===== src/hw/rtl/rra_pkg.sv =====
`timescale 1ns / 1ps

package rra_pkg;

	// Coordinate width of pixels, window sizes and origins.
	localparam int COORD_BITS = 12;
	localparam int RADIUS_BITS = COORD_BITS - 1;

	// Squared half-pixel distance, scaled by 2^14 so the root carries 8 fraction bits.
	localparam int SUM_W = 2 * COORD_BITS + 1;
	localparam int SQRT_SHIFT = 14;
	localparam int ROOT_W = (SUM_W + SQRT_SHIFT + 1) / 2;
	localparam int OPND_W = 2 * ROOT_W;
	localparam int REM_W = ROOT_W + 2;
	localparam int DIST_W = ROOT_W + 2;

	// Edges from an accepted word to its result strobe being sampled.
	localparam int PIPE_LAT = ROOT_W + 4;

	localparam int CFG_IDX_W = 3;

	typedef enum logic [CFG_IDX_W-1:0] {
		REG_RECT_WIDTH    = 3'd0,
		REG_RECT_HEIGHT   = 3'd1,
		REG_CORNER_RADIUS = 3'd2,
		REG_SIDE_MASK     = 3'd3,
		REG_INVERT_MODE   = 3'd4,
		REG_ORIGIN_X      = 3'd5,
		REG_ORIGIN_Y      = 3'd6
	} cfg_reg_t;

	typedef struct packed {
		logic [COORD_BITS-1:0] pixel_x;
		logic [COORD_BITS-1:0] pixel_y;
	} pixel_t;

	typedef struct packed {
		logic [7:0] alpha;
		logic       in_window;
	} result_t;

	typedef struct packed {
		logic [COORD_BITS-1:0]  rect_width;
		logic [COORD_BITS-1:0]  rect_height;
		logic [RADIUS_BITS-1:0] corner_radius;
		logic [3:0]             side_mask;
		logic                   invert_mode;
		logic [COORD_BITS-1:0]  origin_x;
		logic [COORD_BITS-1:0]  origin_y;
	} cfg_t;

	// One slot of the square root chain.
	typedef struct packed {
		logic              valid;
		logic              in_win;
		logic              zone;
		logic [REM_W-1:0]  rem;
		logic [ROOT_W-1:0] root;
		logic [OPND_W-1:0] opnd;
	} cell_t;

endpackage


===== src/hw/rtl/rra_front.sv =====
`timescale 1ns / 1ps

module rra_front (
	input  logic                 clk,
	input  logic                 arst_n,
	input  logic                 in_valid,
	input  rra_pkg::pixel_t      pixel,
	input  rra_pkg::cfg_t        cfg,
	output rra_pkg::cell_t       cell_out
);

	localparam int CB = rra_pkg::COORD_BITS;

	// Stage 1: window test and window-relative offsets.
	logic          valid_s1, in_win_s1;
	logic [CB-1:0] x_s1, y_s1;
	logic [CB:0]   end_x, end_y;
	logic          win_hit;

	always_comb begin
		end_x = {1'b0, cfg.origin_x} + {1'b0, cfg.rect_width};
		end_y = {1'b0, cfg.origin_y} + {1'b0, cfg.rect_height};
		win_hit = (pixel.pixel_x >= cfg.origin_x) && ({1'b0, pixel.pixel_x} < end_x) &&
			(pixel.pixel_y >= cfg.origin_y) && ({1'b0, pixel.pixel_y} < end_y);
	end

	always_ff @(posedge clk or negedge arst_n) begin
		if (!arst_n) begin
			valid_s1 <= 1'b0;
			in_win_s1 <= 1'b0;
			x_s1 <= '0;
			y_s1 <= '0;
		end else begin
			valid_s1 <= in_valid;
			in_win_s1 <= win_hit;
			x_s1 <= pixel.pixel_x - cfg.origin_x;
			y_s1 <= pixel.pixel_y - cfg.origin_y;
		end
	end

	// Stage 2: corner zone and absolute half-pixel deltas (always odd).
	logic          valid_s2, in_win_s2, zone_s2;
	logic [CB-1:0] ax_s2, ay_s2;
	logic [CB-1:0] r_ext, tx, ty;
	logic          left, right, top, bottom;

	always_comb begin
		r_ext = {1'b0, cfg.corner_radius};
		left = cfg.side_mask[0] && (x_s1 < r_ext);
		right = cfg.side_mask[1] && (({1'b0, x_s1} + {1'b0, r_ext}) >= {1'b0, cfg.rect_width});
		top = cfg.side_mask[2] && (y_s1 < r_ext);
		bottom = cfg.side_mask[3] && (({1'b0, y_s1} + {1'b0, r_ext}) >= {1'b0, cfg.rect_height});
		tx = (x_s1 < r_ext) ? (r_ext - x_s1 - CB'(1)) : (x_s1 + r_ext - cfg.rect_width);
		ty = (y_s1 < r_ext) ? (r_ext - y_s1 - CB'(1)) : (y_s1 + r_ext - cfg.rect_height);
	end

	always_ff @(posedge clk or negedge arst_n) begin
		if (!arst_n) begin
			valid_s2 <= 1'b0;
			in_win_s2 <= 1'b0;
			zone_s2 <= 1'b0;
			ax_s2 <= '0;
			ay_s2 <= '0;
		end else begin
			valid_s2 <= valid_s1;
			in_win_s2 <= in_win_s1;
			zone_s2 <= (left || right) && (top || bottom);
			ax_s2 <= {tx[CB-2:0], 1'b1};
			ay_s2 <= {ty[CB-2:0], 1'b1};
		end
	end

	// Stage 3: sum of squares, scaled into the root operand.
	logic [2*CB-1:0]               sq_x, sq_y;
	logic [rra_pkg::SUM_W-1:0]     sum;
	logic [rra_pkg::OPND_W-1:0]    opnd;

	always_comb begin
		sq_x = ax_s2 * ax_s2;
		sq_y = ay_s2 * ay_s2;
		sum = {1'b0, sq_x} + {1'b0, sq_y};
		opnd = {{(rra_pkg::OPND_W - rra_pkg::SUM_W - rra_pkg::SQRT_SHIFT){1'b0}}, sum,
			{rra_pkg::SQRT_SHIFT{1'b0}}};
	end

	always_ff @(posedge clk or negedge arst_n) begin
		if (!arst_n) begin
			cell_out <= '0;
		end else begin
			cell_out.valid <= valid_s2;
			cell_out.in_win <= in_win_s2;
			cell_out.zone <= zone_s2;
			cell_out.rem <= '0;
			cell_out.root <= '0;
			cell_out.opnd <= opnd;
		end
	end

endmodule


===== src/hw/rtl/rra_sqrt_cell.sv =====
`timescale 1ns / 1ps

// One root bit per cell: restoring square root step on the top operand pair.
module rra_sqrt_cell (
	input  logic           clk,
	input  logic           arst_n,
	input  rra_pkg::cell_t d,
	output rra_pkg::cell_t q
);

	localparam int RW = rra_pkg::REM_W;
	localparam int TW = rra_pkg::ROOT_W;
	localparam int OW = rra_pkg::OPND_W;

	logic [RW+1:0] cur, trial, diff;
	logic          fit;

	always_comb begin
		cur = {d.rem, d.opnd[OW-1 -: 2]};
		trial = {{(RW - TW){1'b0}}, d.root, 2'b01};
		diff = cur - trial;
		fit = (cur >= trial);
	end

	always_ff @(posedge clk or negedge arst_n) begin
		if (!arst_n) begin
			q <= '0;
		end else begin
			q.valid <= d.valid;
			q.in_win <= d.in_win;
			q.zone <= d.zone;
			q.rem <= fit ? diff[RW-1:0] : cur[RW-1:0];
			q.root <= {d.root[TW-2:0], fit};
			q.opnd <= {d.opnd[OW-3:0], 2'b00};
		end
	end

endmodule


===== src/hw/rtl/rra_back.sv =====
`timescale 1ns / 1ps

module rra_back (
	input  logic                 clk,
	input  logic                 arst_n,
	input  rra_pkg::cell_t       d,
	input  rra_pkg::cfg_t        cfg,
	output logic                 result_valid,
	output rra_pkg::result_t     result
);

	localparam int DW = rra_pkg::DIST_W;

	logic [DW-1:0]        offset;
	logic signed [DW-1:0] arc_dist;
	logic [7:0]           v8, cov, alpha;
	logic [15:0]          prod;

	always_comb begin
		// Arc reference (2r - 1) * 128 in 1/256 pixel units.
		offset = DW'({cfg.corner_radius, 8'd0}) - DW'(128);
		arc_dist = $signed(DW'(d.root)) - $signed(offset);
		v8 = 8'd0 - arc_dist[7:0];
		prod = {v8, 8'd0} - {8'd0, v8};
		if (arc_dist[DW-1] || arc_dist == '0) begin
			cov = 8'hFF;
		end else if (|arc_dist[DW-2:8]) begin
			cov = 8'h00;
		end else begin
			cov = prod[15:8];
		end
		if (!d.in_win) begin
			alpha = 8'h00;
		end else if (!d.zone) begin
			alpha = cfg.invert_mode ? 8'h00 : 8'hFF;
		end else begin
			alpha = cfg.invert_mode ? ~cov : cov;
		end
	end

	always_ff @(posedge clk or negedge arst_n) begin
		if (!arst_n) begin
			result_valid <= 1'b0;
			result <= '0;
		end else begin
			result_valid <= d.valid;
			result.alpha <= alpha;
			result.in_window <= d.in_win;
		end
	end

endmodule


===== src/hw/rtl/rounded_rect_alpha_mask.sv =====
`timescale 1ns / 1ps

// Antialiased rounded-rectangle coverage. Each word on pixel is an absolute
// pixel coordinate; the block answers its coverage byte alpha and in_window.
// The block never stalls: busy stays low, a new word may be started every
// clock, and every word gives exactly one result, in order, on result while
// result_valid is high for one cycle. The receiver cannot hold results off,
// so it must take each result in the cycle it appears. A word passes through
// three front stages for the window test, the corner deltas and the sum of
// squares, ROOT_W square root cells that each settle one root bit, and one
// output stage for the coverage byte. Configuration words are always taken
// (cfg_ready is high); write them only while no pixel is in flight, since
// late stages read the live registers.
module rounded_rect_alpha_mask (
	input  logic                                 clk,
	input  logic                                 arst_n,
	input  logic                                 start,
	output logic                                 busy,
	input  rra_pkg::pixel_t                      pixel,
	output logic                                 result_valid,
	output rra_pkg::result_t                     result,
	input  logic                                 cfg_valid,
	output logic                                 cfg_ready,
	input  logic [rra_pkg::CFG_IDX_W-1:0]        cfg_index,
	input  logic [rra_pkg::COORD_BITS-1:0]       cfg_data
);

	localparam int CB = rra_pkg::COORD_BITS;
	localparam int RB = rra_pkg::RADIUS_BITS;

	// The pipeline takes a word every cycle, so there is never back-pressure.
	assign busy = 1'b0;
	assign cfg_ready = 1'b1;

	// Configuration registers, reset to a 16 by 16 window with radius 2 and
	// all four sides rounded.
	rra_pkg::cfg_t cfg_q;

	always_ff @(posedge clk or negedge arst_n) begin
		if (!arst_n) begin
			cfg_q.rect_width <= CB'(16);
			cfg_q.rect_height <= CB'(16);
			cfg_q.corner_radius <= RB'(2);
			cfg_q.side_mask <= 4'hF;
			cfg_q.invert_mode <= 1'b0;
			cfg_q.origin_x <= '0;
			cfg_q.origin_y <= '0;
		end else if (cfg_valid && cfg_ready) begin
			unique case (rra_pkg::cfg_reg_t'(cfg_index))
				rra_pkg::REG_RECT_WIDTH: begin
					cfg_q.rect_width <= cfg_data;
				end
				rra_pkg::REG_RECT_HEIGHT: begin
					cfg_q.rect_height <= cfg_data;
				end
				rra_pkg::REG_CORNER_RADIUS: begin
					cfg_q.corner_radius <= cfg_data[RB-1:0];
				end
				rra_pkg::REG_SIDE_MASK: begin
					cfg_q.side_mask <= cfg_data[3:0];
				end
				rra_pkg::REG_INVERT_MODE: begin
					cfg_q.invert_mode <= cfg_data[0];
				end
				rra_pkg::REG_ORIGIN_X: begin
					cfg_q.origin_x <= cfg_data;
				end
				rra_pkg::REG_ORIGIN_Y: begin
					cfg_q.origin_y <= cfg_data;
				end
				default: begin
					// Indexes past the register list are dropped.
				end
			endcase
		end
	end

	// Front stages feed the square root chain.
	rra_pkg::cell_t chain [0:rra_pkg::ROOT_W];

	rra_front u_front (
		.clk      (clk),
		.arst_n   (arst_n),
		.in_valid (start && !busy),
		.pixel    (pixel),
		.cfg      (cfg_q),
		.cell_out (chain[0])
	);

	// One cell per root bit, most significant first. Each cell hands its
	// remainder, partial root and shifted operand to the next every cycle.
	for (genvar i = 0; i < rra_pkg::ROOT_W; i++) begin : g_cell
		rra_sqrt_cell u_cell (
			.clk    (clk),
			.arst_n (arst_n),
			.d      (chain[i]),
			.q      (chain[i+1])
		);
	end

	// Distance to the arc and the coverage byte.
	rra_back u_back (
		.clk          (clk),
		.arst_n       (arst_n),
		.d            (chain[rra_pkg::ROOT_W]),
		.cfg          (cfg_q),
		.result_valid (result_valid),
		.result       (result)
	);

	// Every started word is followed by its result strobe.
	a_result_follows: assert property (@(posedge clk) disable iff (!arst_n)
		(start && !busy) |-> ##(rra_pkg::PIPE_LAT) result_valid)
		else $error("result strobe missing for a started word");

	// No result strobe without a started word before it.
	a_no_spurious: assert property (@(posedge clk) disable iff (!arst_n)
		result_valid |-> $past(start && !busy, rra_pkg::PIPE_LAT))
		else $error("result strobe without a started word");

	// Pixels outside the window carry zero coverage.
	a_outside_zero: assert property (@(posedge clk) disable iff (!arst_n)
		(result_valid && !result.in_window) |-> (result.alpha == 8'h00))
		else $error("nonzero alpha outside the window");

	// Outside a corner zone the byte is full or empty, never in between,
	// when invert mode is off and the pixel lies in the window; stated here
	// on the corner-free case of a zero radius.
	a_no_radius_full: assert property (@(posedge clk) disable iff (!arst_n)
		(result_valid && result.in_window && cfg_q.corner_radius == '0
			&& !cfg_q.invert_mode) |-> (result.alpha == 8'hFF))
		else $error("partial alpha with no corner radius");

endmodule

===== config.mk =====
export PLATFORM = sky130hd
export DESIGN_NAME = rounded_rect_alpha_mask
export DESIGN_NICKNAME = d
export VERILOG_FILES = /design/src/hw/rtl/rra_pkg.sv /design/src/hw/rtl/rra_front.sv /design/src/hw/rtl/rra_sqrt_cell.sv /design/src/hw/rtl/rra_back.sv /design/src/hw/rtl/rounded_rect_alpha_mask.sv
export SDC_FILE = /design/constraint.sdc
export NUM_CORES = 2
export LEC_CHECK = 0
export BUFFER_PORTS_ARGS = -buffer_cell sky130_fd_sc_hd__buf_2
export CELL_PAD_IN_SITES_DETAIL_PLACEMENT = 2
export CELL_PAD_IN_SITES_GLOBAL_PLACEMENT = 2
export CORE_MARGIN = 5
export CORE_UTILIZATION = 30
export CTS_CLUSTER_DIAMETER = 200
export CTS_CLUSTER_SIZE = 40
export DETAILED_ROUTE_END_ITERATION = 8
export PLACE_DENSITY = 0.58
export SETUP_SLACK_MARGIN = 0.5
export SLEW_MARGIN = 20
export SYNTH_ARGS = -nofsm -noshare
export SYNTH_HDL_FRONTEND = slang
export SYNTH_SLANG_ARGS = --single-unit

===== constraint.sdc =====
create_clock -name clk -period 8.75 [get_ports clk]
set_input_delay 1.75 -clock clk [delete_from_list [all_inputs] [get_ports clk]]
set_output_delay 1.75 -clock clk [all_outputs]
set_load 0.03 [all_outputs]

After elaboration in Yosys (flattened, before gate mapping)
Index checks and enable logic that the tools add are counted.

word-level totals
  register bits after elaboration = 999
  input port bits = 43
  output and inout bits = 12
  word-level logic and storage cells = 257

cells by class
  add/sub/neg operators = 38
  multipliers = 2
  order comparisons = 28
  eq/ne operators = 6
  mux-type cells = 27
  bitwise logic cells = 1
  reductions and logical operators = 21

operator list
  cell                                                            count
  22-bit two-way mux                                              19
  12-bit by 12-bit multiplier with 24-bit output                  2
  8-bit two-way mux                                               6
  11-bit subtractor                                               4
  12-bit by 11-bit adder with 13-bit output                       2
  12-bit by 12-bit adder with 13-bit output                       2
  13-bit by 12-bit greater-or-equal comparator with 1-bit output  2
  12-bit by 13-bit less-than comparator with 1-bit output         2
  24-bit by 24-bit adder with 25-bit output                       1
  12-bit greater-or-equal comparator                              2
  24-bit by 10-bit greater-or-equal comparator with 1-bit output  1
  24-bit by 11-bit greater-or-equal comparator with 1-bit output  1
  24-bit by 12-bit greater-or-equal comparator with 1-bit output  1
  24-bit by 13-bit greater-or-equal comparator with 1-bit output  1
  24-bit by 14-bit greater-or-equal comparator with 1-bit output  1
  24-bit by 15-bit greater-or-equal comparator with 1-bit output  1
  24-bit by 16-bit greater-or-equal comparator with 1-bit output  1
  24-bit by 17-bit greater-or-equal comparator with 1-bit output  1
  24-bit by 18-bit greater-or-equal comparator with 1-bit output  1
  24-bit by 19-bit greater-or-equal comparator with 1-bit output  1
  24-bit by 20-bit greater-or-equal comparator with 1-bit output  1
  24-bit by 21-bit greater-or-equal comparator with 1-bit output  1
  24-bit by 3-bit greater-or-equal comparator with 1-bit output   1
  24-bit by 4-bit greater-or-equal comparator with 1-bit output   1
  44 further kinds                                                67

Longest topological paths before layout
  word-level depth = 10
  depth in mapped cells = 27
  mapped depth without buffers = 25

Hierarchy
Synthesis repeated with hierarchy kept, for this count alone.

unflattened totals
  cell total of the unflattened synthesis = 9113
  area total of the unflattened synthesis = 98537.0 sq um

modules (own cells, without submodules)
  module                                 times used  cells each  area each (sq um)  sequential area each (sq um)
  rra_sqrt_cell at g_cell[0].u_cell ...  18          338         3812.4             2077.0
  rra_front                              1           2020        17838.4            1976.9
  rra_sqrt_cell at g_cell[8].u_cell ...  2           310         3789.9             2077.0
  rounded_rect_alpha_mask                1           144         2501.1             1610.3
  rra_back                               1           245         1994.4             250.2

Worst setup path before layout
No wires, ideal clock.

  path kind = reg-to-reg
  start = reg u_front.ay_s2[9]
  end = reg u_front.cell_out[37] in the netlist's numbering
  library setup time = 80 ps
  arrival = 6802 ps
  data required time = 8670 ps
  setup slack = 1868 ps
  cell stages (with the launch flop) = 23
  path buffers = 1
  clock period less this slack = 6882 ps
  cell sequence = dfrtp_1 clkbuf_1 and2_1 fa_1 inv_1 fa_1 inv_1 fa_1 fa_1 fa_1 fa_1 inv_1 fa_1 inv_1 ha_1 a2111oi_0 a21oi_1 o311ai_0 nand3_1 or4_1 a31o_2 a21oi_1 xnor2_1

on the way
  longest elaborated chain between the ends = 2

RTL lines
  what                                            line             source
  start: declaration                              rra_front.sv:43  logic [CB-1:0] ax_s2, ay_s2;
  start signal: assignment                        rra_front.sv:69  ay_s2 <= {ty[CB-2:0], 1'b1};
  12-bit by 12-bit multiplier with 24-bit output  rra_front.sv:80  sq_y = ay_s2 * ay_s2;
  24-bit by 24-bit adder with 25-bit output       rra_front.sv:81  sum = {1'b0, sq_x} + {1'b0, sq_y};
  named net u_front.sum, one bit                  rra_front.sv:75  logic [rra_pkg::SUM_W-1:0] sum;
  end: declaration                                rra_front.sv:9   output rra_pkg::cell_t cell_out

The timed path passes the listed nets, and every way through them passes these cells.
A chain may end at the register's enable or synchronous reset.

Final worst setup path
  start = reg u_front.ax_s2[0]
  end = reg u_front.cell_out[37] in the netlist's numbering

on the way
  longest elaborated chain between the ends = 2

RTL lines
  what                                            line             source
  start: declaration                              rra_front.sv:43
  start signal: assignment                        rra_front.sv:68  ax_s2 <= {tx[CB-2:0], 1'b1};
  12-bit by 12-bit multiplier with 24-bit output  rra_front.sv:79  sq_x = ax_s2 * ax_s2;
  24-bit by 24-bit adder with 25-bit output       rra_front.sv:81
  named net u_front.sum, one bit                  rra_front.sv:75

The timed path passes the listed nets, and every way through them passes these cells.

==> impl_metrics.env <==
export IMPL_wl_mm=133
export IMPL_clk_pin_slew_ns=0.18
export IMPL_arrival_ns=8.37
export IMPL_final_max_slew_violation_count=0
export IMPL_relSlewSlack=0.335
export IMPL_drc=0
export IMPL_cts_buffer_depth=3
export IMPL_nets=5946
export IMPL_clock_latency_ns=0.71
export IMPL_worst_hold_path_type="reg -> reg"
export IMPL_viasPerCell=4.67
export IMPL_cts_sinks=934
export IMPL_synth_cells=5145
export IMPL_fillerInstances=19300
export IMPL_rows=155
export IMPL_finClkSkew_ns=0.0561
export IMPL_dp_hpwl_mm=107
export IMPL_synth_most_common_cell="dfrtp_1"
export IMPL_placed_cell_area_um2=57000
export IMPL_postRouteAntennaNets=0
export IMPL_wl_met2_mm=68.0
export IMPL_wl_met3_mm=1.97
export IMPL_post_cts_buffers=0
export IMPL_grtUsageTotal=0.144
export IMPL_final_hold_violation_count=0
export IMPL_ys_seq_area_frac=0.434
export IMPL_first_pass_iters=5
export IMPL_async_flop_share=1.00
export IMPL_grt_pass1_vias=40000
export IMPL_tns_ns=0
export IMPL_crit_path_end_kind="flop"
export IMPL_initial_core_util=0.302
export IMPL_critPathLaunchType="flop"
export IMPL_tightest_slew_ns=0.973
export IMPL_required_ns=9.35
export IMPL_coreArea_um2=179000
export IMPL_critPathKind="reg -> reg"
export IMPL_antenna_found_initial=10
export IMPL_setup_slack_ns=0.976
export IMPL_wl_per_cell_um=17.7
export IMPL_path_max_fanout=15
export IMPL_fmax_mhz=129
export IMPL_synth_top_area_cell="dfrtp_1"
export IMPL_maxCapViolations=0
export IMPL_dr_total_vias=35100
export IMPL_cts_tree="yes"
export IMPL_drtIter0Drc=1210
export IMPL_ys_warn_count=0
export IMPL_top_layer="met4"
export IMPL_avgSynthCellArea_um2=10.5
export IMPL_min_period_ns=7.77
export IMPL_multi_input_comb_area_um2=27500
export IMPL_die_width_um=434
export IMPL_cts_buffers=27
export IMPL_synth_top_area_share=0.430
export IMPL_synth_ff_type="dfrtp_1"
export IMPL_port_buffers=52
export IMPL_grt_max_degree=182
export IMPL_die_h_um=434
export IMPL_synth_edff_count=0
export IMPL_seq_area_um2=23400
export IMPL_yosys_top_cells_count="dfrtp_1, inv_1, ha_1"
export IMPL_setup_viol_count_final=0
export IMPL_root_buffer="clkbuf_16"
export IMPL_netlist_top_cells_area="dfrtp_1, ha_1, fa_1"
export IMPL_layout_drive_gt1_share=0.0464
export IMPL_wl_met1_mm=61.9
export IMPL_fin_area_um2=57800
export IMPL_utilization=0.324
export IMPL_ys_ff_latch=934
export IMPL_outcome="finished, final reports clean"
export IMPL_finalWeightedCongestion=0.779
export IMPL_syn_area_um2=53900
export IMPL_io_pins=55
export IMPL_finalCritPeriodShare=0.888
export IMPL_grt_pass1_wl_mm=220
export IMPL_rsz0062_at_grt="no"
export IMPL_cts_max_level=1
export IMPL_ys_types=88
export IMPL_overflow=0
export IMPL_area_delta_synth_final_pct=7.30
export IMPL_dieArea_um2=188000
export IMPL_dp_slack_ns=0.957
## through the flow
step / hold slack [ns] / std cells
2_1_floorplan: 0.331 / 5147
3_3_place_gp: 0.332 / 7480
3_5_place_dp: 0.336 / 7480
4_1_cts: 0.349 / 7520
5_1_grt: 0.361 / 7522
6_report: 0.347 / 7523
## cell usage in the layout (no fill, tap or decap), drive strengths merged, types with 24 or more instances in the layout
master,count
dfrtp,927
inv,720
ha,507
nand2,336
nor2,291
a21oi,279
o21ai,253
fa,240
xnor2,221
xor2,188
nor3,104
a21o,89
buf,84
nand2b,80
and2,77
o21a,65
mux2,63
nand3,61
nor2b,60
or3,51
nor4,48
clkbuf,38
o31ai,31
o21bai,25
nand4,24
## worst max-delay path: stages, from the launching register on
cell	delay (ns)
dfrtp_1	0.63
and2_1	0.29
fa_1	0.51
inv_1	0.06
fa_1	0.52
inv_1	0.05
fa_1	0.51
fa_1	0.44
fa_1	0.52
fa_1	0.58
inv_1	0.07
fa_1	0.53
inv_1	0.04
ha_1	0.34
a2111oi_0	0.56
a21oi_1	0.22
o311ai_0	0.53
nand3_1	0.22
or4_1	0.47
a31o_2	0.25
a21oi_1	0.17
xnor2_1	0.13
## path summary, 6_finish.rpt
| kind | startpoint | to | slack (ns) | cells past startpoint |
|---|---|---|---|---|
| max | u_front.ax_s2[0] | u_front.cell_out[37] | 0.98 | 21 |
| min | g_cell[0].u_cell.q[34] | g_cell[1].u_cell.q[36] | 0.35 | 0 |
| max reg2reg | u_front.ax_s2[0] | u_front.cell_out[37] | 0.98 | 21 |
| min reg2reg | g_cell[0].u_cell.q[34] | g_cell[1].u_cell.q[36] | 0.35 | 0 |
| max in group asynchronous | arst_n | g_cell[9].u_cell.q[49] | 5.83 | 3 |
| min in group asynchronous | arst_n | u_back.result_valid | 0.98 | 1 |
## logic make-up (layout without fill, tap and decap cells)
group / count (synthesis) / after routing / synth area share
compound gates: 916 / 916 / 0.106
xor+xnor: 409 / 409 / 0.0664
fa+ha+maj: 747 / 747 / 0.207
buf+inv: 823 / 843 / 0.0575
flops: 934 / 934 / 0.434
mux: 81 / 81 / 0.0165
other cells: 2 / 5 / 0.000139
simple gates: 1233 / 1233 / 0.113
## layout make-up
type	count	share of cell area
flip-flops and latches	934	0.404
inverters	719	0.0467
well taps	2355	0.0509
repair buffers	84	0.00988
clock buffers	38	0.0126
diodes	1	0.0000433
clock inverters	2	0.000671
multi-input cells	3390	0.475
## registers in the layout, indices dropped and copies added (netlist names)
name and count:
cfg_q 64, g_cell.u_cell.q 781, u_back.result 9, u_back.result_valid 1
u_front.ax_s2 12, u_front.ay_s2 11, u_front.cell_out 27, u_front.in_win_s1 1
u_front.in_win_s2 1, u_front.valid_s1 1, u_front.valid_s2 1, u_front.x_s1 12
u_front.y_s1 12, u_front.zone_s2 1
## routing by layer
layer | vias up | global-route usage
li1 | 16900 | -
met2 | 114 | 0.264
met3 | 49 | 0.00941
met1 | 18000 | 0.192
met4 | 0 | 0.0156
met5 | - | 0
## what timing repair did
action,CTS,global route
setup endpoints to repair,0,1
gates resized for setup,0,1
hold buffers,0,0
Power is left out: the tool's default activity adds up to more than one toggle a clock period on the data nets, which glitch-free logic cannot reach.
